<file path="src/design/dmmt_pkg.sv">
// ----------------------------------------------------------------------------
// dmmt_pkg
// Shared widths, controller state and the command / status bundles of the
// decimating min / max / mean trend recorder.
// ----------------------------------------------------------------------------
package dmmt_pkg;

   localparam int DATA_W  = 32;              // sample and result field width
   localparam int CNT_W   = 7;               // block size register and counter
   localparam int SUM_W   = DATA_W + CNT_W;  // block sum, never overflows
   localparam int SLOT_W  = 7;               // slot_index field width
   localparam int RSP_W   = 264;             // eight 32-bit fields, slot, pad
   localparam int RING_W  = 3 * DATA_W;      // {mean, high, low}

   localparam int DEF_TREND_POINTS = 128;
   localparam int DEF_MAX_BLOCK    = 64;

   typedef enum logic [2:0] {
      ST_IDLE,
      ST_PREP,
      ST_DIV,
      ST_WRITE,
      ST_SCAN,
      ST_DRAIN,
      ST_LOAD
   } state_type;

   typedef struct packed {
      logic ready;     // input channel may take an item
      logic take;      // item accepted this cycle
      logic div_load;  // latch divisor and magnitude, clear block count
      logic div_step;  // one quotient bit
      logic ring_wr;   // store point, advance pointer
      logic scan_rd;   // read one ring slot
      logic out_load;  // move result into output register
   } cmd_type;

   typedef struct packed {
      logic complete;  // the item now offered completes a block
      logic div_done;  // last quotient bit this cycle
      logic scan_last; // last valid slot read this cycle
      logic out_free;  // output register can take a result
   } status_type;

endpackage

</file>
<file path="src/design/dmmt_ctrl.sv">
// ----------------------------------------------------------------------------
// dmmt_ctrl
// Sequencer: accumulate, divide, store point, rescan ring, hand off result.
// ----------------------------------------------------------------------------
module dmmt_ctrl
   import dmmt_pkg::*;
(
   input  logic       clock,
   input  logic       reset,
   input  logic       req_tvalid,
   input  status_type stat,
   output cmd_type    cmd
);

   state_type state_ff, state_in;

   always_comb begin
      state_in = state_ff;
      unique case (state_ff)
         ST_IDLE: begin
            if (req_tvalid && stat.complete) begin
               state_in = ST_PREP;
            end
         end
         ST_PREP:  state_in = ST_DIV;
         ST_DIV: begin
            if (stat.div_done) begin
               state_in = ST_WRITE;
            end
         end
         ST_WRITE: state_in = ST_SCAN;
         ST_SCAN: begin
            if (stat.scan_last) begin
               state_in = ST_DRAIN;
            end
         end
         ST_DRAIN: state_in = ST_LOAD;
         ST_LOAD: begin
            if (stat.out_free) begin
               state_in = ST_IDLE;
            end
         end
         default:  state_in = ST_IDLE;
      endcase
   end

   always_ff @(posedge clock) begin
      if (reset) begin
         state_ff <= ST_IDLE;
      end else begin
         state_ff <= state_in;
      end
   end

   always_comb begin
      cmd = '0;
      unique case (state_ff)
         ST_IDLE: begin
            cmd.ready = 1'b1;
            cmd.take  = req_tvalid;
         end
         ST_PREP:  cmd.div_load = 1'b1;
         ST_DIV:   cmd.div_step = 1'b1;
         ST_WRITE: cmd.ring_wr  = 1'b1;
         ST_SCAN:  cmd.scan_rd  = 1'b1;
         ST_DRAIN: cmd = '0;
         ST_LOAD:  cmd.out_load = stat.out_free;
         default:  cmd = '0;
      endcase
   end

endmodule
</file>
<file path="config.mk">
export PLATFORM = sky130hd
export DESIGN_NAME = dmmt_ctrl
export DESIGN_NICKNAME = d
export VERILOG_FILES = /design/src/design/dmmt_pkg.sv /design/src/design/dmmt_ctrl.sv
export SDC_FILE = /design/constraint.sdc
export NUM_CORES = 1
export LEC_CHECK = 0
export BUFFER_PORTS_ARGS = -buffer_cell sky130_fd_sc_hd__clkbuf_2
export CAP_MARGIN = 15
export CORE_AREA = 2 2 39 41
export DETAILED_ROUTE_END_ITERATION = 7
export DIE_AREA = 0 0 41 43
export PLACE_DENSITY = 0.49
export SYNTH_ARGS = -nofsm -noshare
export SYNTH_HDL_FRONTEND = slang
export SYNTH_SLANG_ARGS = --single-unit
</file>
<file path="constraint.sdc">
create_clock -name clock -period 0.85 [get_ports clock]
set_input_delay 0.1275 -clock clock [delete_from_list [all_inputs] [get_ports clock]]
set_output_delay 0.1275 -clock clock [all_outputs]
set_load 0.01 [all_outputs]
</file>
==> impl_metrics.ini <==
[cells_and_area]
top_register = state_ff
fin_nets = 55
final_cell_area_sq_um = 398
final_cell_count_no_fill = 63
final_common_cell = clkbuf_2
largest_reg_flops = 3
diodes = 0
multiInputGateArea_sq_um = 154
mostFrequentLayoutCells = 8 x clkbuf_2, 4 x buf_2, 3 x clkbuf_4, 3 x buf_4
reg_top3 = state_ff: 3 flops
area_growth_pct = 78.7
fillers = 148
drive_gt1_share_pct = 70.2
regArea_sq_um = 68.8

[logic_synthesis]
synth_cell_type_count = 18
yosys.area_share.simple_pct = 46.1
synth_fa_ha_area_share_pct = 0
synthMuxAreaShare_pct = 0
yosysSeqAreaShare_pct = 27.0
syn_nets = 34
synth_compound_area_share_pct = 15.2
synth_xor_area_share_pct = 0
ys.warnings.count = 0
syn_area_sq_um = 223
ys_ff_latch = 3
syn_inst = 27
synth_top_family_by_area = simple AND/OR/NAND/NOR gates
syn_avg_cell_area_sq_um = 8.25

[clock_tree]
cts_tree = yes
path_clk_slew_ns = 0.04
h-tree-depth = 1
clock_latency_ns = 0.23
cts_buffer_depth = 2
cts_buffers = 3
clockRootBuffer = clkbuf_4
clkSinkCount = 3

[timing]
setup_tns_ns = -2.04
final-setup-viol-count = 9
rsz0062_at_grt = yes
period_share_pct = 141
slew_violations = 0
hold_violations = 0
max_freq_mhz = 832
maxSlewHeadroom_pct = 86.0
min_period_ns = 1.20
worstMarginPinSlew_ns = 0.208
skew_ns = 0.000406
fin_ws_ns = -0.352

[critical_path]
max_stage_delay_ns = 0.35
crit_required_ns = 0.72
rr_endpoint = state_ff[0]
crit_path_end_kind = primary output
cp-start-kind = flop
critical_path_class = flop to primary output
crit_chain = buf_12 > nor3_4 > and2_4 > buf_6
cp_slowest_cell = dfxtp_4
ff2ff_setup_slack_ns = -0.07
rr_startpoint = state_ff[2]
cp.arrival_ns = 1.07
crit_fanout = 7
r2r_cells = 4

[routing]
vias_per_cell = 3.89
firstDrtPassIters = 3
ant_nets = 0
vias = 245
first_iter_violations = 1
met1_length_um = 239
top_layer = met3
wl_per_cell_um = 8.38
wl_met2_um = 229
wl_met3_um = 59
drc = 0
drt-total-wl_um = 528

[power]
power.leakage_nw = 0.195
swShare_pct = 26.8
clkPwrFrac_pct = 45.9
total_power_mw = 0.558
netSwitchingPower_mw = 0.150
powerDensity_nw_per_um2 = 1400
vdd_drop_max_mv = 0.516
seqPwrFrac_pct = 29.3
cellInternalPower_mw = 0.408
pwr-share-comb_pct = 24.9

[placement]
gp_congestion = 0.679
place_area_sq_um = 343
numPlacedInstances = 58
hpwl_um = 416
io_buffer_count = 13

[run_status]
violations = negative setup slack
status = finished with violations

[flow_run]
drv_cap = 0

[floorplan]
start_util_pct = 16.1
coreArea_sq_um = 1380
ios = 14
die_h_um = 43
die_x_um = 41
die-area_sq_um = 1760
rows = 14

[global_route]
grt_max_degree = 9
grt_usage_pct = 8.53
antenna_found_initial = 0
grt_overflow = 0
grt_pass1_wl_um = 924
grt_pass1_vias = 230

[hold_path]
hold_start = reset
whs_endpoint = state_ff[2]
whs_path_depth = 2
min_path_type = input pin to flop
power groups by stage:
stage                     Clock [mW]  Sequential [mW]  Combinational, mW
after floorplan                    0            0.160             0.0817
after global placement             0            0.168              0.130
after detailed placement           0            0.168              0.131
after CTS                      0.268            0.165              0.133
after global routing           0.287            0.165              0.151
final                          0.256            0.163              0.139
cell type report:
cell class                 count  share of cell area, %
inverter                       1                  0.943
multi-input combinational     21                   38.7
tap                           16                   5.03
timing repair buffer          18                   31.4
clock buffer                   4                   6.60
sequential                     3                   17.3
routing by layer:
layer	vias to the layer above	global-route usage, %
li1	131	-
met1	100	10.9
met2	14	9.38
met3	0	7.85
met4	0	4.00
met5	-	0
per-stage QoR:
step | utilization [%] | worst slack (ns) | hold WS (ns)
6_report | 28.8 | -0.352 | 0.0929
5_1_grt | 28.8 | -0.406 | 0.0830
4_1_cts | 27.9 | -0.387 | 0.0846
3_5_place_dp | 24.8 | -0.171 | 0.345
3_3_place_gp | 24.8 | -0.155 | 0.343
2_1_floorplan | - | -0.0781 | 0.194
worst max-delay path: cells and delay by family (launching register included):
kind,cells,cell delay (ns)
buffers and inverters,2,0.22
DFF,1,0.35
and+or+nand+nor,2,0.27
Yosys cell counts:
cell type  n  share of area [%]
o21ai_0    2                4.5
nand2b_4   1                6.2
o21ai_1    1                2.2
buf_6      2                 10
and2_1     1                2.8
nor3b_2    1                5.6
and3b_1    1                3.9
nor2_2     1                2.8
inv_1      1                1.7
nor3b_1    1                3.4
dfxtp_1    3                 27
a21oi_2    1                3.9
nor3_2     1                4.5
nor2_1     3                5.1
a21oi_1    2                4.5
and3_1     1                2.8
nand2b_1   2                5.6
nand2_1    2                3.4
kinds of logic after synthesis:
| group | Yosys count |
|---|---|
| AO/OA/AOI/OAI | 6 |
| buffers and inverters | 3 |
| flip-flops | 3 |
| AND/OR/NAND/NOR | 15 |
repair_timing:
item                                   4_1_cts  5_1_grt
setup endpoints to repair                   10       10
buffers inserted                             1        0
hold buffers                                 0        0
gates resized for setup                      5        8
endpoints found under the hold margin        0        0
pin swaps                                    1        3
how the worst max path moves through the flow:
stage                      startpoint           to  cells past startpoint
after floorplan           state_ff[2]       cmd[5]                      3
after global placement    state_ff[0]       cmd[2]                      2
after detailed placement  state_ff[2]  state_ff[2]                      3
after CTS                 state_ff[1]       cmd[5]                      4
after global routing      state_ff[1]       cmd[5]                      4
final                     state_ff[1]       cmd[5]                      4
(Power assumes the default switching activity.)
